<file path="src/rtl/cmv_pkg.sv">
`timescale 1ns / 1ps

package cmv_pkg;

  localparam int NUM_CORNERS = 8;
  localparam int NUM_EDGES   = 12;
  localparam int NUM_FACES   = 6;

  localparam logic MODE_MOVE = 1'b0;
  localparam logic MODE_LOAD = 1'b1;

  localparam logic [4:0] MOVE_PRIME_BASE  = 5'd6;
  localparam logic [4:0] MOVE_DOUBLE_BASE = 5'd12;
  localparam logic [4:0] MOVE_NONE_BASE   = 5'd18;

  localparam logic [1:0] REPS_CW     = 2'd1;
  localparam logic [1:0] REPS_DOUBLE = 2'd2;
  localparam logic [1:0] REPS_PRIME  = 2'd3;

  // slot order: corners URF UFL ULB UBR DFR DLF DBL DRB,
  // edges UR UF UL UB DR DF DL DB FR FL BL BR
  localparam logic [2:0] CORNER_CYCLE [NUM_FACES][4] = '{
    '{3'd0, 3'd3, 3'd2, 3'd1}, '{3'd4, 3'd5, 3'd6, 3'd7}, '{3'd1, 3'd5, 3'd6, 3'd2},
    '{3'd0, 3'd3, 3'd7, 3'd4}, '{3'd0, 3'd1, 3'd5, 3'd4}, '{3'd3, 3'd2, 3'd6, 3'd7}
  };
  localparam logic [1:0] CORNER_DELTA [NUM_FACES][4] = '{
    '{2'd0, 2'd0, 2'd0, 2'd0}, '{2'd0, 2'd0, 2'd0, 2'd0}, '{2'd2, 2'd1, 2'd2, 2'd1},
    '{2'd1, 2'd2, 2'd1, 2'd2}, '{2'd1, 2'd2, 2'd1, 2'd2}, '{2'd2, 2'd1, 2'd2, 2'd1}
  };
  localparam logic [3:0] EDGE_CYCLE [NUM_FACES][4] = '{
    '{4'd0, 4'd3, 4'd2, 4'd1},  '{4'd4, 4'd5, 4'd6, 4'd7}, '{4'd2, 4'd9, 4'd6, 4'd10},
    '{4'd0, 4'd11, 4'd4, 4'd8}, '{4'd1, 4'd9, 4'd5, 4'd8}, '{4'd3, 4'd10, 4'd7, 4'd11}
  };
  localparam logic EDGE_DELTA [NUM_FACES][4] = '{
    '{1'b0, 1'b0, 1'b0, 1'b0}, '{1'b0, 1'b0, 1'b0, 1'b0}, '{1'b0, 1'b0, 1'b0, 1'b0},
    '{1'b0, 1'b0, 1'b0, 1'b0}, '{1'b1, 1'b1, 1'b1, 1'b1}, '{1'b1, 1'b1, 1'b1, 1'b1}
  };

  // first member in the high bits, so cp sits at bit 0
  typedef struct packed {
    logic [NUM_EDGES-1:0]        ef;
    logic [NUM_EDGES-1:0][3:0]   ep;
    logic [NUM_CORNERS-1:0][1:0] ct;
    logic [NUM_CORNERS-1:0][2:0] cp;
  } cmv_state_t;

  typedef struct packed {
    logic       mode;
    logic [4:0] code;
    cmv_state_t load;
  } cmv_item_t;

  typedef struct packed {
    logic       turn;
    logic [2:0] face;
    logic [1:0] reps;
  } cmv_move_t;

  localparam cmv_state_t SOLVED = '{
    ef: '0,
    ep: 48'hBA9876543210,
    ct: '0,
    cp: 24'hFAC688
  };

  function automatic cmv_move_t cmv_decode(input logic [4:0] code);
    cmv_move_t m;
    m = '{turn: 1'b1, face: 3'd0, reps: REPS_CW};
    if (code < MOVE_PRIME_BASE) begin
      m.face = code[2:0];
    end else if (code < MOVE_DOUBLE_BASE) begin
      m.face = 3'(code - MOVE_PRIME_BASE);
      m.reps = REPS_PRIME;
    end else if (code < MOVE_NONE_BASE) begin
      m.face = 3'(code - MOVE_DOUBLE_BASE);
      m.reps = REPS_DOUBLE;
    end else begin
      m.turn = 1'b0;
    end
    return m;
  endfunction

  // (a + b) mod 3, a twist of 3 acts as 0
  function automatic logic [1:0] mod3_add(input logic [1:0] a, input logic [1:0] b);
    logic [2:0] s;
    s = {1'b0, a} + {1'b0, b};
    if (s >= 3'd3) s = s - 3'd3;
    if (s >= 3'd3) s = s - 3'd3;
    return s[1:0];
  endfunction

endpackage

</file>
<file path="src/rtl/cmv_turn.sv">
`timescale 1ns / 1ps

module cmv_turn import cmv_pkg::*; (
  input  cmv_state_t cur,
  input  cmv_item_t  item,
  output cmv_state_t nxt
);

  cmv_move_t mv;

  assign mv = cmv_decode(item.code);

  always_comb begin : p_turn
    logic [2:0] cs, cd;
    logic [3:0] es, ed;
    logic [1:0] tw;
    logic       fl;
    cs  = '0;
    cd  = '0;
    es  = '0;
    ed  = '0;
    tw  = '0;
    fl  = 1'b0;
    nxt = cur;
    if (item.mode == MODE_LOAD) begin
      nxt = item.load;
    end else if (mv.turn) begin
      for (int k = 0; k < 4; k++) begin
        cs = CORNER_CYCLE[mv.face][k];
        cd = CORNER_CYCLE[mv.face][2'(k) + mv.reps];
        es = EDGE_CYCLE[mv.face][k];
        ed = EDGE_CYCLE[mv.face][2'(k) + mv.reps];
        tw = 2'd0;
        fl = cur.ef[es];
        for (int j = 0; j < 3; j++) begin
          if (2'(j) < mv.reps) begin
            tw = mod3_add(tw, CORNER_DELTA[mv.face][2'(k) + 2'(j)]);
            fl = fl ^ EDGE_DELTA[mv.face][2'(k) + 2'(j)];
          end
        end
        nxt.cp[cd] = cur.cp[cs];
        nxt.ct[cd] = mod3_add(cur.ct[cs], tw);
        nxt.ep[ed] = cur.ep[es];
        nxt.ef[ed] = fl;
      end
    end
  end

endmodule

</file>
<file path="src/rtl/cmv_out_q.sv">
`timescale 1ns / 1ps

module cmv_out_q import cmv_pkg::*; (
  input  logic       clk,
  input  logic       rst,
  input  logic       push,
  input  cmv_state_t push_data,
  output logic       room,
  output logic       out_valid,
  input  logic       out_ready,
  output cmv_state_t out_data
);

  logic       main_valid;
  logic       skid_valid;
  cmv_state_t main_data;
  cmv_state_t skid_data;
  logic       pop;

  assign pop       = main_valid && out_ready;
  assign room      = !skid_valid;
  assign out_valid = main_valid;
  assign out_data  = main_data;

  always_ff @(posedge clk) begin
    if (rst) begin
      main_valid <= 1'b0;
      skid_valid <= 1'b0;
    end else begin
      if (skid_valid) begin
        if (pop) begin
          skid_valid <= 1'b0;
        end
      end else if (push && main_valid && !pop) begin
        skid_valid <= 1'b1;
      end
      if (!main_valid || pop) begin
        main_valid <= skid_valid || push;
      end
    end
  end

  always_ff @(posedge clk) begin
    if (!main_valid || pop) begin
      main_data <= skid_valid ? skid_data : push_data;
    end
    if (!skid_valid && push && main_valid && !pop) begin
      skid_data <= push_data;
    end
  end

endmodule

</file>
<file path="src/rtl/cube_cubie_move_apply_top.sv">
`timescale 1ns / 1ps

// Cubie-level 3x3 cube move engine. Each input beat either loads a packed cube
// state (tuser high) or applies move_code (tuser low: 0-5 U,D,L,R,F,B, 6-11
// primes, 12-17 doubles, 18-31 no change); every input beat returns one output
// beat with the packed state after it. Reset gives the solved cube. One beat is
// accepted per clock while the output stage has room; the input register feeds
// the single-pass turn logic, whose result goes to the state register and the
// two-entry output stage, which keeps input flowing while a result waits.

module cube_cubie_move_apply_top import cmv_pkg::*; (
  input  logic         clk,
  input  logic         rst,
  input  logic         s_tvalid,
  output logic         s_tready,
  // move_code[4:0], load_corner_pieces[28:5], load_corner_twists[44:29],
  // load_edge_pieces[92:45], load_edge_flips[104:93], zero pad
  input  logic [111:0] s_tdata,
  // mode
  input  logic         s_tuser,
  output logic         m_tvalid,
  input  logic         m_tready,
  // corner_pieces[23:0], corner_twists[39:24], edge_pieces[87:40],
  // edge_flips[99:88], zero pad
  output logic [103:0] m_tdata
);

  logic       in_valid;
  cmv_item_t  in_item;
  cmv_state_t state;
  cmv_state_t state_next;
  cmv_state_t out_state;
  logic       room;
  logic       adv;

  assign adv      = in_valid && room;
  assign s_tready = !in_valid || adv;

  always_ff @(posedge clk) begin
    if (rst) begin
      in_valid <= 1'b0;
    end else if (s_tready) begin
      in_valid <= s_tvalid;
    end
  end

  always_ff @(posedge clk) begin
    if (s_tvalid && s_tready) begin
      in_item.mode <= s_tuser;
      in_item.code <= s_tdata[4:0];
      in_item.load <= s_tdata[104:5];
    end
  end

  cmv_turn u_turn (
    .cur  (state),
    .item (in_item),
    .nxt  (state_next)
  );

  always_ff @(posedge clk) begin
    if (rst) begin
      state <= SOLVED;
    end else if (adv) begin
      state <= state_next;
    end
  end

  cmv_out_q u_out_q (
    .clk       (clk),
    .rst       (rst),
    .push      (adv),
    .push_data (state_next),
    .room      (room),
    .out_valid (m_tvalid),
    .out_ready (m_tready),
    .out_data  (out_state)
  );

  assign m_tdata = {4'b0, out_state};

  a_hold_state: assert property (@(posedge clk) disable iff (rst)
    !adv |=> $stable(state))
    else $error("state changed without an accepted beat");

  a_load: assert property (@(posedge clk) disable iff (rst)
    adv && in_item.mode == MODE_LOAD |=> state == $past(in_item.load))
    else $error("load did not replace the state");

  a_nop: assert property (@(posedge clk) disable iff (rst)
    adv && in_item.mode == MODE_MOVE && in_item.code >= MOVE_NONE_BASE
    |=> $stable(state))
    else $error("unused move code changed the state");

  a_full: assert property (@(posedge clk) disable iff (rst)
    !room |-> m_tvalid)
    else $error("output stage full but not presenting a beat");

endmodule

</file>
<file path="config.mk">
export PLATFORM = sky130hd
export DESIGN_NAME = cube_cubie_move_apply_top
export DESIGN_NICKNAME = d
export VERILOG_FILES = /design/src/rtl/cmv_pkg.sv /design/src/rtl/cmv_turn.sv /design/src/rtl/cmv_out_q.sv /design/src/rtl/cube_cubie_move_apply_top.sv
export SDC_FILE = /design/constraint.sdc
export NUM_CORES = 1
export LEC_CHECK = 0
export ABC_CLOCK_PERIOD_IN_PS = 25800
export BUFFER_PORTS_ARGS = -buffer_cell sky130_fd_sc_hd__buf_2
export CORE_MARGIN = 1
export CORE_UTILIZATION = 28
export CTS_CLUSTER_DIAMETER = 150
export CTS_CLUSTER_SIZE = 12
export DETAILED_ROUTE_END_ITERATION = 10
export PLACE_DENSITY = 0.41
export SYNTH_ARGS = -nofsm -noshare
export SYNTH_HDL_FRONTEND = slang
export SYNTH_HIERARCHICAL = 1
export SYNTH_SLANG_ARGS = --single-unit
export TNS_END_PERCENT = 20
</file>
<file path="constraint.sdc">
create_clock -name clk -period 25.8 [get_ports clk]
set_input_delay 2.58 -clock clk [delete_from_list [all_inputs] [get_ports clk]]
set_output_delay 2.58 -clock clk [all_outputs]
set_load 0.05 [all_outputs]
</file>
Word-level counts from Yosys, hierarchy flattened
Memory sizes are Yosys's and may differ from the RTL's.
Index checks and enable logic that the tools add are counted.
Word-level totals
  register bits: 409
  bits in latches: 0
  RAM bits: 0
  ROM bits: 320
  memories kept: 4
Memory list
  (name not given): depth 8, bits a word 16, rd ports 1, clocked after memory_dff 0, wr ports 0, RTL line cmv_turn.sv:31  | es = EDGE_CYCLE[mv.face][k];
  (name not given): depth 8, bits a word 12, rd ports 1, clocked after memory_dff 0, wr ports 0, RTL line cmv_turn.sv:30  | cd = CORNER_CYCLE[mv.face][2'(k) + mv.reps];
  (name not given): depth 8, bits a word 8, rd ports 1, clocked after memory_dff 0, wr ports 0, RTL line cmv_turn.sv:37  | tw = mod3_add(tw, CORNER_DELTA[mv.face][2'(k) + 2'(j)]);
  (name not given): depth 8, bits a word 4, rd ports 1, clocked after memory_dff 0, wr ports 0, RTL line cmv_turn.sv:38  | fl = fl ^ EDGE_DELTA[mv.face][2'(k) + 2'(j)];
Cells by class
  add/sub/neg operators: 33
  $mul: 0
  divide/modulo/power cells: 0
  order comparisons: 55
  equal/unequal tests: 0
  shift-type cells: 0
  muxes and demuxes: 234
  bitwise operators: 11
  reduce and logical (&&, ||, !) cells: 23
Operators with widths (number)
  100-bit 2-to-1 mux: 3
  48-bit bitwise mux: 4
  3-bit 2-to-1 mux: 53
  2-bit 2-to-1 mux: 54
  24-bit bitwise mux: 4
  4-bit 2-to-1 mux: 18
  4-bit binary-select mux with 4-bit select: 4
  16-bit bitwise mux: 4
  4-bit demux with 4-bit select: 4
  3-bit by 2-bit >= comparator with 1-bit output, second input constant: 18
  12-bit bitwise mux: 4
  1-bit 2-to-1 mux: 42
  4-bit by 5-bit < comparator with 1-bit output, second input constant: 8
  3-bit binary-select mux with 3-bit select: 4
  3-bit demux with 3-bit select: 4
  4-bit binary-select mux with 2-bit select: 4
  3-bit by 4-bit < comparator with 1-bit output, second input constant: 8
  16-bit 2-to-1 mux: 2
  2-bit by 2-bit adder with 3-bit output: 8
  2-bit binary-select mux with 3-bit select: 4
  3-bit binary-select mux with 2-bit select: 4
  2-bit demux with 3-bit select: 4
  12-bit 2-to-1 mux: 2
  3-bit by 2-bit subtractor with 3-bit output, second input constant: 8
  other kinds (25): 84

Logic depth before layout (Yosys ltp)
  depth in word-level cells: 46
  depth in mapped cells: 35
  depth with buffers taken out: 30

Modules after synthesis
The synthesis kept the hierarchy.
Modules (own cells, without submodules)
  cmv_turn: times used 1, cells an instance 1626, area an instance 10328.7 µm², seq. area each 0.0 µm²
  cube_cubie_move_apply_top: times used 1, cells an instance 538, area an instance 7596.0 µm², seq. area each 5205.0 µm²
  cmv_out_q: times used 1, cells an instance 321, area an instance 7534.7 µm², seq. area each 6045.8 µm²

Worst setup path after synthesis
No wires, ideal clock.
  path type: input to register
  start point: in m_tready
  end point: reg u_out_q/skid_data[0] (netlist bit) (enable)
  arrival: 12.506 ns
  data required time: 25.099 ns
  setup slack: 12.593 ns
  cell stages on the path: 2
  cell sequence: nand2b_1 -> nor3b_1
On the way
  cells in the longest elaborated chain, start to end: 3
RTL lines
  start: declaration: RTL line cube_cubie_move_apply_top.sv:22  | input logic m_tready,
  1-bit logical AND: RTL line cmv_out_q.sv:20  | assign pop = main_valid && out_ready;
  1-bit zero test: RTL line cmv_out_q.sv:47  | if (!skid_valid && push && main_valid && !pop) begin
  1-bit logical AND: RTL line cmv_out_q.sv:47
  end signal: assignment: RTL line cmv_out_q.sv:48  | skid_data <= push_data;
  end: declaration: RTL line cmv_out_q.sv:17  | cmv_state_t skid_data;
No other way between the ends.
A chain may end at the register's enable or synchronous reset.

==> metrics.md <==
| Metric | Value |
|---|---|
| Outcome | `finished clean` |
| Synthesis-stage register bit count | `409` |
| Max Clock Freq | `~110 MHz` |
| DR WL/cell | `28.1 um` |
| Area growth syn-to-layout | `12.7%` |
| Site Rows | `110` |
| Asr flop ratio synth | `0%` |
| Synth warnings | `6` |
| Height of the die | `304 um` |
| R2R Setup Slk | `17.06 ns` |
| Fin crit share | `about a third` |
| Hold Path Sink | `u_out_q/out_data[69]$_DFFE_PP_` |
| Synth top area cells | `edfxtp_1 36%, dfxtp_1 8.1%, mux2_2 3.4%` |
| Setup ws final | `between 15 and 20 ns` |
| Hold slack | `between 0.5 and 0.6 ns` |
| Crit-path max FO | `58` |
| Post-detail-place hpwl | `between 70 and 80 mm` |
| Hold-fix buffers, CTS | `0` |
| CTS tree | `built` |
| PnR Total Power | `2.10 mW` |
| Sinks on Clock Net | `409` |
| Synth area leader | `edfxtp_1` |
| Synth Instances | `about 2,500` |
| Final Slew Violations | `0` |
| Core area | `about 0.09 sq mm` |
| Worst setup EP type | `flop` |
| Number of flops mapped to enable cells by yosys | `306` |
| Fill count | `9,356` |
| Buffers added on ports | `211` |
| Register area share after synthesis | `44.2%` |
| Drt drc | `0` |
| Max clock buf depth | `3` |
| Most used flip-flop cell after synthesis | `edfxtp_1` |
| Leakage power | `roughly 10 nW` |
| Setup_tns | `0 ns` |
| CTS Buf Count | `40` |
| Congestion Overflow GR | `0` |
| Crit-path slowest cell | `nor2_1` |
| All-Layer GR Usage | `between 20% and 30%` |
| Fin Clk Skew | `0.0206 ns` |
| Clock transition at the registers of the reported paths | `0.06 ns` |
| Worst ir drop on vdd | `36.6 uV` |
| Antenna violations before repair | `1` |
| Slew margin rel. | `17.2%` |
| Worst Tran Pin Value | `1.24 ns` |
| Reg2reg end | `u_out_q/out_data[25]$_DFFE_PP_` |
| Post-Syn Area per Cell | `between 10 and 15 sq um` |
| Layout cells sized above 1 | `23.2%` |
| Vias in the first global route | `21,300` |
| Power per standard cell area | `73.2 mW/mm^2` |
| H-Tree Depth | `2` |
| Root buf cell | `clkbuf_16` |
| Post-CTS setup buffer count | `0` |
| # nets final | `approximately 2,700` |
| Slowest stage delay, CP | `between 0.7 and 0.8 ns` |
| Die ar. | `between 0.09 and 0.1 sq mm` |
| HP Start | `u_out_q/skid_data[69]$_DFFE_PP_` |
| Area share of the largest cell type after synthesis | `36.1%` |
| Iter 0 DRT Violations | `~2,700` |
| Vias per inst | `~5.9` |
| Count of different cell masters after synthesis | `117` |
| Reg2reg start | `in_item[101]$_DFFE_PP_` |
| Critical path type | `reg -> reg` |
| Via count | `around 22,000` |
| Hold Path Depth | `1` |
| First-pass GRT wire length | `between 150 and 200 mm` |
| Tmin final | `8.74 ns` |
| Router iterations before antenna repair | `6` |
| Startpoint types | `flop` |
| Max capacitance violation total | `0` |
| Die W | `between 300 and 400 um` |
| Dpl ws | `17.33 ns` |
| IO Pins | `223` |
| Hold Vio Cnt, Final | `0` |
| RSZ-0062 raised after global routing | `false` |
| Post-cts sizing count | `0` |
| Critical Path Most Common Cell | `ha_1` |
| Worst EP arrival | `9.18 ns` |
| Post-route ant nets | `0` |
| Setup violators final | `0` |
| Worst reg2reg path depth | `24` |
| Starting Density | `28.3%` |
| Worst-skew pair later-pin latency | `about 0.58 ns` |
| Largest net degree at the start of global routing | `85` |
| Critical Path RT | `26.24 ns` |
| Routed wire length | `107 mm` |
| Gpl congestion | `between 0.9 and 1` |
| Hold/Removal Path Class | `reg -> reg` |
| Worst-path cell chain | `inv_1, ha_1, nand4bb_1, o211ai_4, buf_4, nand2_1, nor2_1, a21oi_1, ha_1, a21oi_1, mux2i_1, o21ai_0, a22oi_1, ha_1, fa_1, ha_1, a21oi_1, o22ai_1, nor2_1, o32a_1, a21o_1, nand2_1, o21ai_0, mux2_2` |
| Core Util, Final | `between 30% and 40%` |
| Cell area after synthesis | `0.0255 sq mm` |
[where the power goes]
part / switching [mW] / internal [mW]
clock: 0.261 / 0.308
combinational: 0.507 / 0.215
sequential: 0.0411 / 0.771
total: 0.808 / 1.29
[final cells by class]
cell class,count,area [sq um],share of cell area (%)
inverters,39,149,0.519
flip-flops and latches,409,11300,39.2
multi-input cells,1845,13100,45.5
well taps,1176,1470,5.13
repair buffers,273,1550,5.40
diodes,1,2.50,0.00872
clock buffers,71,1170,4.08
clock inverters,2,27.5,0.0959
[synthesized netlist by cell type, types with 19 or more instances]
library cell	n
nand3_1	126
o211ai_1	30
mux2i_1	77
inv_1	35
a211oi_1	38
dfxtp_1	103
a31oi_1	26
mux2_2	78
a21oi_2	47
o221ai_1	32
a21bo_1	52
a21oi_1	168
edfxtp_1	306
nor3_1	35
o22ai_1	41
mux2_4	57
a211o_1	44
and3_1	47
o21ai_0	142
a22oi_1	19
nand2_1	196
nor2_1	169
buf_2	64
clkbuf_1	81
buf_6	24
or3_1	25
[routing by layer]
layer,vias up,part of all wire (%),global-route usage [%]
li1,9872,-,-
met1,11300,47,33.3
met2,1064,43,33.9
met3,152,7.6,3.46
met4,0,2.3,5.80
met5,-,0,0
[state kept, by name (all words and copies together) (netlist names)]
signal	count
in_item	106
u_out_q/skid_data	100
u_out_q/out_data	100
u_out_q/skid_valid	1
state	100
in_valid	1
u_out_q/out_valid	1
[logic make-up after synthesis]
group | count (synthesis) | synth area share [%]
AO/OA/AOI/OAI | 882 | 25.5
adder cells (fa/ha/maj) | 21 | 1.15
buffers and inverters | 234 | 4.79
multiplexers | 224 | 10.7
AND/OR/NAND/NOR | 710 | 13.5
flip-flops | 409 | 44.2
other | 1 | 0.0147
XOR/XNOR | 4 | 0.138
[per-stage QoR]
step                instances  area [sq um]
global route             3815         28700
floorplan                2488         25500
detailed placement       3742         27500
global placement         3742         27500
CTS                      3815         28700
finish                   3816         28700
[worst max-delay path by stage]
stage                      startpoint                              to  slack (ns)  cells past startpoint
2_1_floorplan                m_tready  u_out_q/skid_data[0]$_DFFE_PP_       12.59                      2
3_3_place_gp   in_item[101]$_DFFE_PP_  u_out_q/out_data[32]$_DFFE_PP_       17.42                     25
3_5_place_dp   in_item[101]$_DFFE_PP_  u_out_q/out_data[25]$_DFFE_PP_       17.33                     27
4_1_cts        in_item[101]$_DFFE_PP_  u_out_q/out_data[25]$_DFFE_PP_       17.28                     27
5_1_grt        in_item[101]$_DFFE_PP_  u_out_q/out_data[25]$_DFFE_PP_       16.74                     26
6_report       in_item[101]$_DFFE_PP_  u_out_q/out_data[25]$_DFFE_PP_       17.06                     24
[layout by cell type (no fill, tap or decap), drive strengths merged, types with 68 or more instances in the layout]
cell type	n
a21bo	68
nand2	202
mux2i	78
nand3	129
mux2	139
dfxtp	103
a21oi	215
buf	273
o21ai	162
clkbuf	71
edfxtp	306
nor2	175
[critical path, delay by kind of cell (launching register included)]
family / cells / cell delay [ns]
multiplexers: 2 / 0.37
AO/OA/AOI/OAI: 10 / 2.18
flip-flops: 1 / 0.77
AND/OR/NAND/NOR: 5 / 2.42
adder cells (fa/ha/maj): 5 / 1.80
buffers and inverters: 2 / 1.03
No activity file was read; power rests on OpenSTA's default activity.
